===== src/design/mlpc_pkg.sv =====
package mlpc_pkg;

   localparam int LIGHT_FULL_SCALE = 4095;

   localparam int TIME_W     = 32;
   localparam int LIGHT_W    = 12;
   localparam int PCT_W      = 7;
   localparam int PRESET_W   = 8;
   localparam int DELAY_S_W  = 15;
   localparam int DELAY_MS_W = 25;
   localparam int CSR_IDX_W  = 3;
   localparam int CSR_DATA_W = 15;
   localparam int REQ_DATA_W = 48;
   localparam int RSP_DATA_W = 24;

   localparam logic [TIME_W-1:0]     SAMPLE_GAP_MS    = 32'd250;
   localparam logic [TIME_W-1:0]     REPORT_CHANGE_MS = 32'd10000;
   localparam logic [TIME_W-1:0]     REFRESH_MS       = 32'd600000;
   localparam logic [LIGHT_W-1:0]    LIGHT_STEP       = 12'd32;
   localparam logic [PCT_W-1:0]      PCT_MAX          = 7'd100;
   localparam logic [DELAY_MS_W-1:0] MS_PER_S         = 25'd1000;

   // Rounded percent by reciprocal multiplication:
   // pct = floor((light * 200 + FS) / (2 * FS)) = (light * C1 + C0) >> PCT_SHIFT.
   localparam longint PCT_DEN    = 2 * LIGHT_FULL_SCALE;
   localparam int     PCT_NUM_W  = 20;
   localparam int     PCT_SHIFT  = PCT_NUM_W + $clog2(PCT_DEN);
   localparam longint PCT_MULT   = ((longint'(1) << PCT_SHIFT) + PCT_DEN - 1) / PCT_DEN;
   localparam longint PCT_C1     = 200 * PCT_MULT;
   localparam longint PCT_C0     = LIGHT_FULL_SCALE * PCT_MULT;
   localparam int     PCT_Q_W    = 11;
   localparam int     PCT_PROD_W = PCT_SHIFT + PCT_Q_W;

   localparam logic                  RST_ENABLE       = 1'b0;
   localparam logic [PCT_W-1:0]      RST_ON_THR_PCT   = 7'd40;
   localparam logic [PCT_W-1:0]      RST_OFF_THR_PCT  = 7'd50;
   localparam logic [PRESET_W-1:0]   RST_ON_PRESET    = 8'd1;
   localparam logic [PRESET_W-1:0]   RST_OFF_PRESET   = 8'd10;
   localparam logic [DELAY_MS_W-1:0] RST_OFF_DELAY_MS = 25'd60000;

   typedef enum logic [CSR_IDX_W-1:0] {
      CSR_ENABLE        = 3'd0,
      CSR_ON_THRESHOLD  = 3'd1,
      CSR_OFF_THRESHOLD = 3'd2,
      CSR_ON_PRESET     = 3'd3,
      CSR_OFF_PRESET    = 3'd4,
      CSR_OFF_DELAY     = 3'd5
   } mlpc_csr_index_type;

   typedef enum logic [1:0] {
      MOTION_NONE = 2'd0,
      MOTION_ON   = 2'd1,
      MOTION_OFF  = 2'd2
   } mlpc_motion_event_type;

   typedef struct packed {
      logic                  enable;
      logic [PCT_W-1:0]      on_threshold_pct;
      logic [PCT_W-1:0]      off_threshold_pct;
      logic [PRESET_W-1:0]   on_preset;
      logic [PRESET_W-1:0]   off_preset;
      logic [DELAY_MS_W-1:0] off_delay_ms;
   } mlpc_cfg_type;

   typedef struct packed {
      logic [TIME_W-1:0]  now_ms;
      logic [LIGHT_W-1:0] light_level;
      logic               motion;
      logic               lights_off;
      logic [PCT_W-1:0]   light_pct;
   } mlpc_item_type;

   typedef struct packed {
      logic                  preset_valid;
      logic [PRESET_W-1:0]   preset_number;
      mlpc_motion_event_type motion_event;
      logic                  motion_refresh;
      logic                  light_report_valid;
      logic [PCT_W-1:0]      light_pct;
   } mlpc_result_type;

endpackage


===== src/design/motion_light_preset_controller.sv =====
// Motion and light preset controller.
// Each request on the req_ channel is one poll: a millisecond timestamp, an
// ambient light sample, the motion level and whether the lights are off. While
// enabled, every request gives exactly one response on the rsp_ channel with the
// preset request, motion reports, the light report flag and the brightness percent.
// While disabled, requests are consumed and give no response.
// Registers are written on the csr_ channel, which is always ready; the user must
// see that they are written only while no request is in flight, as the block
// itself does not enforce this. An accepted request is held in the input register
// and moves to the response register once that is free. The input register also
// holds the scaled brightness percent, and the decision logic and state update feed
// the response register. One request is accepted per cycle while rsp_tready is high.
// Reset restores register defaults (disabled) and clears valid flags and step state.
// When the receiver stalls, the response register holds its request, the input
// register fills, and req_tready drops until rsp_tready returns high.
module motion_light_preset_controller (
   input  logic                                clock,
   input  logic                                reset,
   input  logic                                req_tvalid,
   output logic                                req_tready,
   // now_ms[31:0], light_level[43:32], motion[44], lights_off[45], zero[47:46]
   input  logic [mlpc_pkg::REQ_DATA_W-1:0]     req_tdata,
   output logic                                rsp_tvalid,
   input  logic                                rsp_tready,
   // preset_valid[0], preset_number[8:1], motion_event[10:9], motion_refresh[11],
   // light_report_valid[12], light_pct[19:13], zero[23:20]
   output logic [mlpc_pkg::RSP_DATA_W-1:0]     rsp_tdata,
   input  logic                                csr_valid,
   output logic                                csr_ready,
   input  logic [mlpc_pkg::CSR_IDX_W-1:0]      csr_index,
   input  logic [mlpc_pkg::CSR_DATA_W-1:0]     csr_data
);

   mlpc_pkg::mlpc_cfg_type    cfg_ff, cfg_in;
   mlpc_pkg::mlpc_item_type   item_ff, item_in;
   logic                      item_valid_ff, item_valid_in;
   logic                      rsp_valid_ff, rsp_valid_in;
   logic [mlpc_pkg::RSP_DATA_W-1:0] rsp_data_ff, rsp_data_in;
   mlpc_pkg::mlpc_result_type result;

   logic [mlpc_pkg::PCT_PROD_W-1:0] pct_prod;
   logic [mlpc_pkg::PCT_Q_W-1:0]    pct_quot;
   logic                            out_free;
   logic                            item_move;
   logic                            step_fire;
   logic                            req_take;

   assign csr_ready = 1'b1;

   always_comb begin
      cfg_in = cfg_ff;
      if (csr_valid) begin
         case (mlpc_pkg::mlpc_csr_index_type'(csr_index))
            mlpc_pkg::CSR_ENABLE:        cfg_in.enable            = csr_data[0];
            mlpc_pkg::CSR_ON_THRESHOLD:  cfg_in.on_threshold_pct  = csr_data[6:0];
            mlpc_pkg::CSR_OFF_THRESHOLD: cfg_in.off_threshold_pct = csr_data[6:0];
            mlpc_pkg::CSR_ON_PRESET:     cfg_in.on_preset         = csr_data[7:0];
            mlpc_pkg::CSR_OFF_PRESET:    cfg_in.off_preset        = csr_data[7:0];
            mlpc_pkg::CSR_OFF_DELAY:     cfg_in.off_delay_ms      =
               mlpc_pkg::DELAY_MS_W'(csr_data[mlpc_pkg::DELAY_S_W-1:0]) * mlpc_pkg::MS_PER_S;
            default:                     cfg_in = cfg_ff;
         endcase
      end
   end

   assign pct_prod = mlpc_pkg::PCT_PROD_W'(req_tdata[43:32]) *
                     mlpc_pkg::PCT_PROD_W'(mlpc_pkg::PCT_C1) +
                     mlpc_pkg::PCT_PROD_W'(mlpc_pkg::PCT_C0);
   assign pct_quot = pct_prod[mlpc_pkg::PCT_PROD_W-1:mlpc_pkg::PCT_SHIFT];

   always_comb begin
      item_in.now_ms      = req_tdata[31:0];
      item_in.light_level = req_tdata[43:32];
      item_in.motion      = req_tdata[44];
      item_in.lights_off  = req_tdata[45];
      item_in.light_pct   = (pct_quot > mlpc_pkg::PCT_Q_W'(mlpc_pkg::PCT_MAX))
                            ? mlpc_pkg::PCT_MAX : pct_quot[mlpc_pkg::PCT_W-1:0];
   end

   assign out_free   = !rsp_valid_ff || rsp_tready;
   assign item_move  = item_valid_ff && out_free;
   assign step_fire  = item_move && cfg_ff.enable;
   assign req_tready = !item_valid_ff || item_move;
   assign req_take   = req_tvalid && req_tready;

   assign item_valid_in = req_take ? 1'b1 : (item_move ? 1'b0 : item_valid_ff);

   always_comb begin
      rsp_valid_in = rsp_valid_ff;
      rsp_data_in  = rsp_data_ff;
      if (item_move) begin
         rsp_valid_in = cfg_ff.enable;
         rsp_data_in  = {4'b0000, result.light_pct, result.light_report_valid,
                         result.motion_refresh, 2'(result.motion_event),
                         result.preset_number, result.preset_valid};
      end else if (rsp_tready) begin
         rsp_valid_in = 1'b0;
      end
   end

   mlpc_step u_step (
      .clock  (clock),
      .reset  (reset),
      .cfg    (cfg_ff),
      .item   (item_ff),
      .fire   (step_fire),
      .result (result)
   );

   always_ff @(posedge clock) begin
      if (reset) begin
         cfg_ff.enable            <= mlpc_pkg::RST_ENABLE;
         cfg_ff.on_threshold_pct  <= mlpc_pkg::RST_ON_THR_PCT;
         cfg_ff.off_threshold_pct <= mlpc_pkg::RST_OFF_THR_PCT;
         cfg_ff.on_preset         <= mlpc_pkg::RST_ON_PRESET;
         cfg_ff.off_preset        <= mlpc_pkg::RST_OFF_PRESET;
         cfg_ff.off_delay_ms      <= mlpc_pkg::RST_OFF_DELAY_MS;
         item_valid_ff            <= 1'b0;
         rsp_valid_ff             <= 1'b0;
      end else begin
         cfg_ff        <= cfg_in;
         item_valid_ff <= item_valid_in;
         rsp_valid_ff  <= rsp_valid_in;
      end
   end

   always_ff @(posedge clock) begin
      if (req_take) begin
         item_ff <= item_in;
      end
      rsp_data_ff <= rsp_data_in;
   end

   assign rsp_tvalid = rsp_valid_ff;
   assign rsp_tdata  = rsp_data_ff;

endmodule


===== src/design/mlpc_step.sv =====
module mlpc_step (
   input  logic                     clock,
   input  logic                     reset,
   input  mlpc_pkg::mlpc_cfg_type   cfg,
   input  mlpc_pkg::mlpc_item_type  item,
   input  logic                     fire,
   output mlpc_pkg::mlpc_result_type result
);

   logic [mlpc_pkg::TIME_W-1:0]  last_sample_time_ff, last_sample_time_in;
   logic                         prev_motion_ff, prev_motion_in;
   logic [mlpc_pkg::LIGHT_W-1:0] prev_light_ff, prev_light_in;
   logic [mlpc_pkg::PCT_W-1:0]   bright_pct_ff, bright_pct_in;
   logic [mlpc_pkg::PCT_W-1:0]   reported_pct_ff, reported_pct_in;
   logic                         motion_armed_ff, motion_armed_in;
   logic                         on_active_ff, on_active_in;
   logic [mlpc_pkg::TIME_W-1:0]  last_motion_time_ff, last_motion_time_in;
   logic [mlpc_pkg::TIME_W-1:0]  last_report_time_ff, last_report_time_in;

   logic [mlpc_pkg::TIME_W-1:0]  sample_dt;
   logic [mlpc_pkg::TIME_W-1:0]  idle_dt;
   logic [mlpc_pkg::TIME_W-1:0]  report_dt;
   logic [mlpc_pkg::TIME_W-1:0]  refresh_dt;
   logic [mlpc_pkg::LIGHT_W-1:0] light_diff;
   logic                         motion_changed;

   assign sample_dt  = item.now_ms - last_sample_time_ff;
   assign idle_dt    = item.now_ms - last_motion_time_ff;
   assign report_dt  = item.now_ms - last_report_time_ff;
   assign light_diff = (item.light_level > prev_light_ff) ? item.light_level - prev_light_ff
                                                          : prev_light_ff - item.light_level;
   assign motion_changed = item.motion != prev_motion_ff;

   always_comb begin
      last_sample_time_in = last_sample_time_ff;
      prev_motion_in      = prev_motion_ff;
      prev_light_in       = prev_light_ff;
      bright_pct_in       = bright_pct_ff;
      reported_pct_in     = reported_pct_ff;
      motion_armed_in     = motion_armed_ff;
      on_active_in        = on_active_ff;
      last_motion_time_in = last_motion_time_ff;
      last_report_time_in = last_report_time_ff;
      result              = '0;
      result.motion_event = mlpc_pkg::MOTION_NONE;

      if (sample_dt > mlpc_pkg::SAMPLE_GAP_MS) begin
         if (motion_changed || light_diff > mlpc_pkg::LIGHT_STEP) begin
            bright_pct_in = item.light_pct;
            if (motion_changed) begin
               result.motion_event = item.motion ? mlpc_pkg::MOTION_ON : mlpc_pkg::MOTION_OFF;
            end
            if (item.motion) begin
               if (item.lights_off && item.light_pct < cfg.on_threshold_pct) begin
                  result.preset_valid  = 1'b1;
                  result.preset_number = cfg.on_preset;
                  motion_armed_in      = 1'b1;
                  on_active_in         = 1'b1;
               end else if (motion_armed_ff && !on_active_ff &&
                            item.light_pct < cfg.off_threshold_pct) begin
                  result.preset_valid  = 1'b1;
                  result.preset_number = cfg.on_preset;
                  on_active_in         = 1'b1;
               end
            end else if (motion_armed_ff && on_active_ff) begin
               if (item.light_pct > cfg.off_threshold_pct) begin
                  result.preset_valid  = 1'b1;
                  result.preset_number = cfg.off_preset;
                  on_active_in         = 1'b0;
               end else if (prev_motion_ff) begin
                  last_motion_time_in = item.now_ms;
               end
            end
            prev_motion_in = item.motion;
            prev_light_in  = item.light_level;
         end else if (motion_armed_ff) begin
            if (item.lights_off) begin
               motion_armed_in = 1'b0;
            end else if (on_active_ff && !item.motion &&
                         idle_dt > mlpc_pkg::TIME_W'(cfg.off_delay_ms)) begin
               result.preset_valid  = 1'b1;
               result.preset_number = cfg.off_preset;
               on_active_in         = 1'b0;
            end
         end
         last_sample_time_in = item.now_ms;
      end

      if ((report_dt > mlpc_pkg::REPORT_CHANGE_MS && bright_pct_in != reported_pct_ff) ||
          report_dt > mlpc_pkg::REFRESH_MS) begin
         result.light_report_valid = 1'b1;
         reported_pct_in           = bright_pct_in;
         last_report_time_in       = item.now_ms;
      end

      refresh_dt = item.now_ms - last_motion_time_in;
      if (refresh_dt > mlpc_pkg::REFRESH_MS) begin
         result.motion_refresh = 1'b1;
         last_motion_time_in   = item.now_ms;
      end

      result.light_pct = bright_pct_in;
   end

   always_ff @(posedge clock) begin
      if (reset) begin
         last_sample_time_ff <= '0;
         prev_motion_ff      <= 1'b0;
         prev_light_ff       <= '0;
         bright_pct_ff       <= '0;
         reported_pct_ff     <= '0;
         motion_armed_ff     <= 1'b0;
         on_active_ff        <= 1'b0;
         last_motion_time_ff <= '0;
         last_report_time_ff <= '0;
      end else if (fire) begin
         last_sample_time_ff <= last_sample_time_in;
         prev_motion_ff      <= prev_motion_in;
         prev_light_ff       <= prev_light_in;
         bright_pct_ff       <= bright_pct_in;
         reported_pct_ff     <= reported_pct_in;
         motion_armed_ff     <= motion_armed_in;
         on_active_ff        <= on_active_in;
         last_motion_time_ff <= last_motion_time_in;
         last_report_time_ff <= last_report_time_in;
      end
   end

   assert property (@(posedge clock) disable iff (reset)
      result.preset_valid |->
         (result.preset_number == cfg.on_preset || result.preset_number == cfg.off_preset))
      else $error("Preset request names neither configured preset.");

   assert property (@(posedge clock) disable iff (reset)
      !result.preset_valid |-> result.preset_number == '0)
      else $error("Preset number given without a preset request.");

   assert property (@(posedge clock) disable iff (reset)
      fire && result.light_report_valid |=> reported_pct_ff == bright_pct_ff)
      else $error("Reported percent does not follow a light report.");

   assert property (@(posedge clock) disable iff (reset)
      bright_pct_ff <= mlpc_pkg::PCT_MAX)
      else $error("Brightness percent above full scale.");

   assert property (@(posedge clock) disable iff (reset)
      !fire |=> $stable(last_sample_time_ff) && $stable(on_active_ff))
      else $error("State changed without an accepted request.");

endmodule

===== config.mk =====
export PLATFORM = sky130hd
export DESIGN_NAME = motion_light_preset_controller
export DESIGN_NICKNAME = d
export VERILOG_FILES = /design/src/design/mlpc_pkg.sv /design/src/design/motion_light_preset_controller.sv /design/src/design/mlpc_step.sv
export SDC_FILE = /design/constraint.sdc
export NUM_CORES = 1
export LEC_CHECK = 0
export ABC_AREA = 1
export BUFFER_PORTS_ARGS = -buffer_cell sky130_fd_sc_hd__buf_2
export CAP_MARGIN = 40
export CORE_MARGIN = 5
export CORE_UTILIZATION = 60
export DETAILED_ROUTE_END_ITERATION = 12
export PLACE_DENSITY = 0.79
export SYNTH_ARGS = -nofsm -noshare
export SYNTH_HDL_FRONTEND = slang
export SYNTH_SLANG_ARGS = --single-unit

===== constraint.sdc =====
create_clock -name clock -period 6.4 [get_ports clock]
set_input_delay 0.32 -clock clock [delete_from_list [all_inputs] [get_ports clock]]
set_output_delay 0.32 -clock clock [all_outputs]
set_load 0.05 [all_outputs]

---- Word level (Yosys, flattened, before mapping) ----
Index checks and enable logic that the tools add are counted.
storage, ports and cells
  flip-flop bits (word level) ............. 253
  output and inout port bits .............. 27
cells by class
  multipliers ............................. 2
  add/subtract/negate cells ............... 7
  reduce and logical (&&, ||, !) cells .... 35
  $lt $le $gt $ge ......................... 11
  equal/unequal tests ..................... 13
  mux-type cells .......................... 40
operators with widths
  operator                                                                number
  32-bit two-way mux                                                      7
  32-bit subtractor                                                       4
  9-bit two-way mux                                                       9
  32-bit by 20-bit > comparator with 1-bit output, second input constant  2
  40-bit by 33-bit adder with 41-bit output, second input constant        1
  12-bit by 25-bit multiplier with 37-bit output, second input constant   1
  32-bit by 14-bit > comparator with 1-bit output, second input constant  1
  32-bit by 25-bit > comparator with 1-bit output                         1
  32-bit by 8-bit > comparator with 1-bit output, second input constant   1
  12-bit subtractor                                                       2
  15-bit by 7-bit multiplier with 22-bit output, second input constant    1
  1-bit two-way mux                                                       20
  2-bit AND reduction                                                     8
  7-bit < comparator                                                      2
  7-bit two-way mux                                                       2
  12-bit > comparator                                                     1
  12-bit by 6-bit > comparator with 1-bit output, second input constant   1
  12-bit two-way mux                                                      1
  1-bit logical AND                                                       10
  8-bit by 7-bit > comparator with 1-bit output, second input constant    1
  8-bit AND reduction                                                     1
  2-bit nonzero test                                                      4
  7-bit > comparator                                                      1
  7-bit inequality test                                                   1
  14 further kinds                                                        25

---- Depth between registers and ports, before layout ----
Gate-level depths: netlist (run 1).
  depth after elaboration ................. 10
  gate-level depth with buffers ........... 52
  depth with buffers taken out ............ 49

---- Modules after synthesis ----
A second synthesis (run 1) with hierarchy kept.
second synthesis, totals
  cells, all modules ...................... 4263
  area, all modules ....................... 28035.6 um^2
by module, submodules not included
  module                          area each (um^2)  seq. area each (um^2)  cells each  instances
  mlpc_step                       16535.9           2502.4                 2846        1
  motion_light_preset_controller  11499.8           3293.2                 1417        1

---- Least setup slack after synthesis (run 1) ----
No wires, ideal clock.
  path kind ............................... in2reg
  start ................................... input req_tdata[42] in the netlist's numbering
  end ..................................... register item_ff[3] in the netlist's numbering, data pin
  path slack .............................. 0.593 ns
  buffers on the path ..................... 0
  stages .................................. 28
  arrival time ............................ 5.547 ns
  required time ........................... 6.140 ns
  cells stage by stage .................... inv_1 > ha_1 > fa_1 > inv_1 > ha_1 > fa_1 > fa_1 > ha_1 > a21o_1 > a31oi_1 > o21ai_1 > a21boi_0 > o21ai_1 > a21boi_0 > o21ai_1 > a21boi_0 > o21ai_1 > a21boi_0 > or2_2 > nand3_1 > nor2_1 > nand3b_1 > nor2_1 > xnor2_1 > nor2_1 > nand2_1 > nand2_1 > nor2_1
on the way
  word-level cells in the longest chain between the ends .. 3
ends and longest elaborated chain
  element                                           RTL line                               RTL
  from (decl)                                       motion_light_preset_controller.sv:22   input logic [mlpc_pkg::REQ_DATA_W-1:0] req_tdata,
  12-bit by 25-bit multiplier with 37-bit output *  motion_light_preset_controller.sv:66   assign pct_prod = mlpc_pkg::PCT_PROD_W'(req_tdata[43:32]) *
  40-bit by 33-bit adder with 41-bit output *       motion_light_preset_controller.sv:67   mlpc_pkg::PCT_PROD_W'(mlpc_pkg::PCT_C1) +
  8-bit by 7-bit > comparator with 1-bit output     motion_light_preset_controller.sv:76   item_in.light_pct = (pct_quot > mlpc_pkg::PCT_Q_W'(mlpc_pkg::PCT_MAX))
  to (signal assigned)                              motion_light_preset_controller.sv:129  item_ff <= item_in;
  to (decl)                                         motion_light_preset_controller.sv:35   mlpc_pkg::mlpc_item_type item_ff, item_in;
Mark *: on every way between the ends. The rest lies on a longest branch, timed or not.
A chain may end at the register's enable or synchronous reset.

---- Worst setup path in the final report (run 1) ----
  start ................................... input req_tdata[43] in the netlist's numbering
  end ..................................... register item_ff[0] in the netlist's numbering, data pin
The elaborated chain is that of the path after synthesis.

==> results.cfg, run 1 <==
[synthesis]
yosysTopAreaCell = ha_1
synth_top_family_by_area = adder cells
synth.distinct_cells = 64
ys_top_cells_by_area = ha_1 16%, dfxtp_1 14%, nand2_1 10%
synth.area.mux_share_pct = 0.117
syn_area_mm2 = 0.0256
synth-compound-area-share_pct = 16.8
synth_edf_count = 73
synth_seq_cells = 253
synth_top_flop_cell = dfxtp_1
synth_top_area_share_pct = 16.1
synth-simple-area-share_pct = 22.2
syn_area_per_cell_um2 = 7.13
yosys.area_share.xor_xnor_pct = 3.96
synth_warnings = 0
synthAdderAreaFrac_pct = 23.2
synthArstFlopShare_pct = 0
yosysSeqAreaShare_pct = 22.6
synthCells = 3595

[setup_path]
critPathSlowestCell = dlygate4sd3_1
worstPathArrival_ps = 6350
rrSetupSlack_ps = 390
cp.required_ps = 6730
timing.rr.end = u_step.last_motion_time_ff[28]
reg2regPathDepth = 39
endpoint_kind = register
slowest_delay_ps = 550
r2r-start = item_ff[9]
crit_path_max_fanout = 4
start_kind = input port
path_class = input port to register

[sta]
worst_pin_slew_ps = 899
layout_min_cycle_time_ps = 6020
timing.fmax_mhz = 166
drv_slew = 0
finalSetupTns_ps = 0
setup_violations = 0
fin_crit_sh_pct = 94.1
finClkSkew_ps = 37.1
setup_slack_ps = 379
slew_headroom_pct = 40.1
whs_ps = 37.0
finalHoldViolCount = 0

[power]
comb_power_share_pct = 48.1
p_leak_nw = 13.6
power_mw = 7.28
vdd_drop_max_mv = 0.249
p_clk_share_pct = 27.0
p_int_mw = 4.33
seqPwrFrac_pct = 24.9
p_per_area_mw_per_mm2 = 251
sw_frac_of_total_pct = 40.4
p_switching_mw = 2.94

[clock_network]
clkTransAtPathRegs_ps = 60
cts_inserted_buffers = 30
cts.path.max_buffers = 3
clk_latency_ps = 600
cts_root_buf = clkbuf_16
ctsHtreeMaxLevel = 1
cts_tree = yes
cts.sinks = 253

[cells_and_area]
final_nets = 4277
area.growth.synth_to_final_pct = 12.9
drive_gt1_share_pct = 10.3
final_cells = 4348
final_core_util_pct = 68.7
n_antenna_cell = 0
stdcell_area_mm2 = 0.0290

[floorplan]
fp.dieW_um = 217
core-area_mm2 = 0.0421
rows = 75
ios = 98
start_util_pct = 60.9
die_height_um = 217
dieArea_mm2 = 0.0470

[placed_design]
io_buffers = 90
dp_hpwl_um = 55300
gp_congestion = 0.965
place_area_mm2 = 0.0272
place_ws_ps = 29.9
dp.cells = 4251

[global_routing]
grt_max_degree = 92
grt_pass1_vias = 23400
use_met1_pct = 37.2
grt_pass1_wl_um = 115000
grt.overflow.total = 0
use_met3_pct = 4.49
grt_antenna_before_repair = 0
top_usage_layer = met2
grt_use_total_pct = 29.2
use_met2_pct = 50.4

[detailed_routing]
routed_wl_um = 70600
vias = 24300
drt_pass1_iterations = 5
wl_per_cell_um = 16.2
drt_iter0_markers = 1923
drc = 0
ant_nets = 0
vias_per_cell = 5.59

[worst_hold_path]
min_path_type = input port to register
hold_depth = 1
min_to = item_ff[16]
min_from = req_tdata[39]

[job]
max_cap_viol_count = 0

[status]
status = completed
-- placed cells by master (no fill, tap or decap), types with 11 or more instances in the layout --
master,Yosys,final
a21oi_1,359,350
a21oi_2,3,12
buf_2,16,90
buf_4,14,103
clkbuf_16,0,33
dfxtp_1,180,180
dlygate4sd3_1,1,37
edfxtp_1,73,73
fa_1,90,87
ha_1,331,324
inv_1,625,623
inv_2,10,11
nand2_1,705,700
nand2_2,25,30
nand3_1,157,153
nand3_2,11,15
nand3b_1,28,28
nand4_1,87,87
nor2_1,200,194
nor2_2,17,21
nor3_1,37,34
o211ai_1,21,21
o21ai_0,255,249
o21ai_1,39,39
o21ai_2,6,12
o21bai_1,18,18
xnor2_1,40,39
xor2_1,76,75
-- routing by layer --
metal | share of wire [%] | routed length, um
met3 | 6.6 | 4650
met1 | 43 | 30100
met2 | 47 | 33000
met4 | 4.1 | 2880
met5 | 0 | 0
-- timing repair --
item,4_1_cts,5_1_grt
endpoints found under the hold margin,37,0
endpoints found under the setup margin,0,49
setup buffers,0,4
hold buffers,37,0
resized for setup,0,61
-- final cells by class --
cell class | count | area [um2]
multi-input cells | 2624 | 17200
fillers | 3568 | 13200
flip-flops and latches | 253 | 5800
inverters | 638 | 2400
repair buffers | 238 | 1730
clock buffers | 40 | 882
well taps | 539 | 674
clock inverters | 16 | 260
-- power by group through the flow --
stage / sequential (mW) / clock [mW] / combinational, mW
after floorplan: 1.86 / 0 / 2.47
after CTS: 1.81 / 1.99 / 3.40
after global routing: 1.82 / 2.06 / 3.97
final: 1.81 / 1.97 / 3.50
after global placement: 1.84 / 0 / 3.28
after detailed placement: 1.84 / 0 / 3.36
-- registers in the layout, summed over array words and instances, names as in the netlist --
register,flops
u_step.bright_pct_ff,7
u_step.on_active_ff,1
rsp_tdata,20
u_step.prev_light_ff,12
u_step.last_motion_time_ff,32
u_step.last_sample_time_ff,32
u_step.last_report_time_ff,32
u_step.motion_armed_ff,1
cfg_ff,53
rsp_tvalid,1
item_ff,53
item_valid_ff,1
u_step.prev_motion_ff,1
u_step.reported_pct_ff,7
-- cell usage after synthesis (all sizes together), types with 2 or more instances --
| library cell | number |
|---|---|
| o2111ai | 2 |
| buf | 39 |
| xnor2 | 40 |
| nand2 | 731 |
| o21ai | 300 |
| clkbuf | 42 |
| a21boi | 16 |
| fa | 90 |
| o221ai | 5 |
| xor2 | 76 |
| nand4 | 87 |
| edfxtp | 73 |
| a21oi | 362 |
| a21o | 9 |
| o21bai | 24 |
| nand3b | 28 |
| nor3 | 38 |
| inv | 635 |
| o21a | 7 |
| o211ai | 21 |
| nor4 | 10 |
| a211oi | 6 |
| o31ai | 4 |
| nor2 | 220 |
| nor3b | 2 |
| a31oi | 9 |
| conb | 2 |
| a221oi | 5 |
| dfxtp | 180 |
| mux2i | 3 |
| ha | 331 |
| clkinv | 3 |
| or2 | 7 |
| o22ai | 9 |
| and2 | 2 |
| nand3 | 169 |
-- worst max-delay path, delay by kind of cell --
family,cells,cell delay [ps]
adders and majority gates,6,2460
buffers and inverters,3,750
AOI/OAI and AO/OA,10,1610
and+or+nand+nor,9,1110
xor gates and xnor gates,1,90
-- how the worst max path moves through the flow --
stage	startpoint	to	slack, ps	cells past startpoint
after global routing	item_ff[9]	u_step.last_motion_time_ff[24]	-70	42
after detailed placement	req_tdata[39]	item_ff[0]	30	30
after CTS	req_tdata[43]	item_ff[0]	20	29
final	req_tdata[43]	item_ff[0]	380	29
after global placement	req_tdata[42]	item_ff[3]	100	29
after floorplan	req_tdata[42]	item_ff[3]	590	28
-- cells by family (layout without fill, tap and decap cells) --
family          count (synthesis)  in the layout
simple gates                 1294           1294
compound gates                785            785
buf+inv                       721            932
fa+ha+maj                     421            421
flops                         253            253
xor+xnor                      116            116
mux                             3              3
other cells                     2              5
No activity file was read; power rests on OpenSTA's default activity.
==> inputs of run 2 (changes only) <==
--- a/config.mk
+++ b/config.mk
@@ -9,9 +9,9 @@
 export BUFFER_PORTS_ARGS = -buffer_cell sky130_fd_sc_hd__buf_2
 export CAP_MARGIN = 40
 export CORE_MARGIN = 5
-export CORE_UTILIZATION = 60
+export CORE_UTILIZATION = 55
 export DETAILED_ROUTE_END_ITERATION = 12
-export PLACE_DENSITY = 0.79
+export PLACE_DENSITY = 0.73
 export SYNTH_ARGS = -nofsm -noshare
 export SYNTH_HDL_FRONTEND = slang
 export SYNTH_SLANG_ARGS = --single-unit
==> results.cfg, run 2 (same netlist as run 1, synthesis figures left out) <==
[clock_network]
clkTransAtPathRegs_ps = 60
cts.path.max_buffers = 3
cts.sinks = 253
cts_tree = yes
ctsHtreeMaxLevel = 1
clk_latency_ps = 580
cts_inserted_buffers = 29
cts_root_buf = clkbuf_16

[global_routing]
grt_max_degree = 79
grt.overflow.total = 0
grt_antenna_before_repair = 0
grt_pass1_vias = 23000
grt_pass1_wl_um = 113000
grt_use_total_pct = 26.7

[floorplan]
die_height_um = 226
dieArea_mm2 = 0.0510
core-area_mm2 = 0.0464
start_util_pct = 55.3
ios = 98
rows = 79
fp.dieW_um = 226

[detailed_routing]
ant_nets = 0
routed_wl_um = 69900
wl_per_cell_um = 15.9
vias = 24000
drt_pass1_iterations = 6
vias_per_cell = 5.45
drt_iter0_markers = 1686
drc = 0

[setup_path]
crit_top_cell = nand2_1
cp.required_ps = 6830
worstPathArrival_ps = 6450
path_class = register to register
crit_path_max_fanout = 8
endpoint_kind = register
critPathSlowestCell = edfxtp_1
slowest_delay_ps = 440
start_kind = register

[sta]
drv_slew = 0
fin_crit_sh_pct = 94.1
timing.fmax_mhz = 166
setup_slack_ps = 379
setup_violations = 0
layout_min_cycle_time_ps = 6020
finClkSkew_ps = 11.1
slew_headroom_pct = 38.8
finalHoldViolCount = 0
worst_pin_slew_ps = 915

[cells_and_area]
multi_input_area_mm2 = 0.0172
final_cells = 4408
layout_common_cells = 697 x nand2_1, 620 x inv_1, 353 x a21oi_1
drive_gt1_share_pct = 10.1
top_regs = cfg_ff x53, item_ff x53
stdcell_area_mm2 = 0.0289
regArea_mm2 = 0.00580
final_nets = 4270
area.growth.synth_to_final_pct = 12.8
num-fill-cells = 4240
final_common_cell = nand2_1
n_antenna_cell = 0

[power]
vdd_drop_max_mv = 0.236
power_mw = 6.97
p_leak_nw = 13.5
p_per_area_mw_per_mm2 = 241

[placed_design]
place_area_mm2 = 0.0272
dp_hpwl_um = 54800
io_buffers = 90
gp_congestion = 0.947
place_ws_ps = -46.7
dp.cells = 4306

[worst_hold_path]
min_path_type = input port to register

[status]
status = completed

[job]
max_cap_viol_count = 0
-- run 2: cell types whose count changed in the layout (fill, tap and decap cells not counted), moves of 4 or more --
cell      before  now
nor2_2        21   17
clkinv_1       4    8
buf_4        103   89
buf_6          2    6
-- run 2: power by group --
part	total, mW	internal, mW	switching [mW]
Combinational	3.45	1.34	2.10
Clock	1.72	0.999	0.718
Sequential	1.81	1.75	0.0615
Total	6.97	4.09	2.88
-- run 2: what timing repair did --
action | in CTS | in global routing
setup buffers | 0 | 8
endpoints found under the hold margin | 37 | 0
hold buffers | 37 | 0
setup endpoints to repair | 0 | 49
resized for setup | 0 | 74
-- run 2: worst max-delay path: cells and delay by family (launching register included) --
family | cells | cell delay [ps]
compound gates | 5 | 510
fa+ha+maj | 4 | 1050
buf+inv | 6 | 640
flops | 1 | 440
simple gates | 31 | 3270
-- run 2: per-layer routing --
layer	up-vias	part of all wire (%)	track usage [%]
li1	12300	-	-
met1	10900	44	35.6
met2	666	46	45.0
met3	168	5.2	2.98
met4	0	4.2	9.88
met5	-	0	0
-- run 2: final timing paths --
kind,slack [ps],start,depth (start not counted),end
setup / recovery,380,item_ff[21],46,u_step.last_motion_time_ff[1]
hold / removal,50,req_tvalid,3,item_valid_ff
setup reg to reg,380,item_ff[21],46,u_step.last_motion_time_ff[1]
hold reg to reg,450,cfg_ff[40],2,cfg_ff[40]
-- run 2: metrics by stage --
| stage | hold slack (ps) | TNS [ps] | utilization [%] |
|---|---|---|---|
| finish | 49.1 | 0 | 62.4 |
| global route | 36.6 | -230 | 62.4 |
| CTS | 28.2 | 0 | 61.6 |
| detailed placement | 447 | -164 | 58.7 |
| global placement | 444 | 0 | 58.6 |
| floorplan | 419 | 0 | - |
-- run 2: layout make-up --
class | instances | share of cell area [%]
Clock inverter | 16 | 0.549
Tap cell | 607 | 2.63
Inverter | 638 | 8.28
Multi-Input combinational cell | 2624 | 59.6
Clock buffer | 38 | 2.77
Sequential cell | 253 | 20.0
Timing Repair Buffer | 232 | 6.14
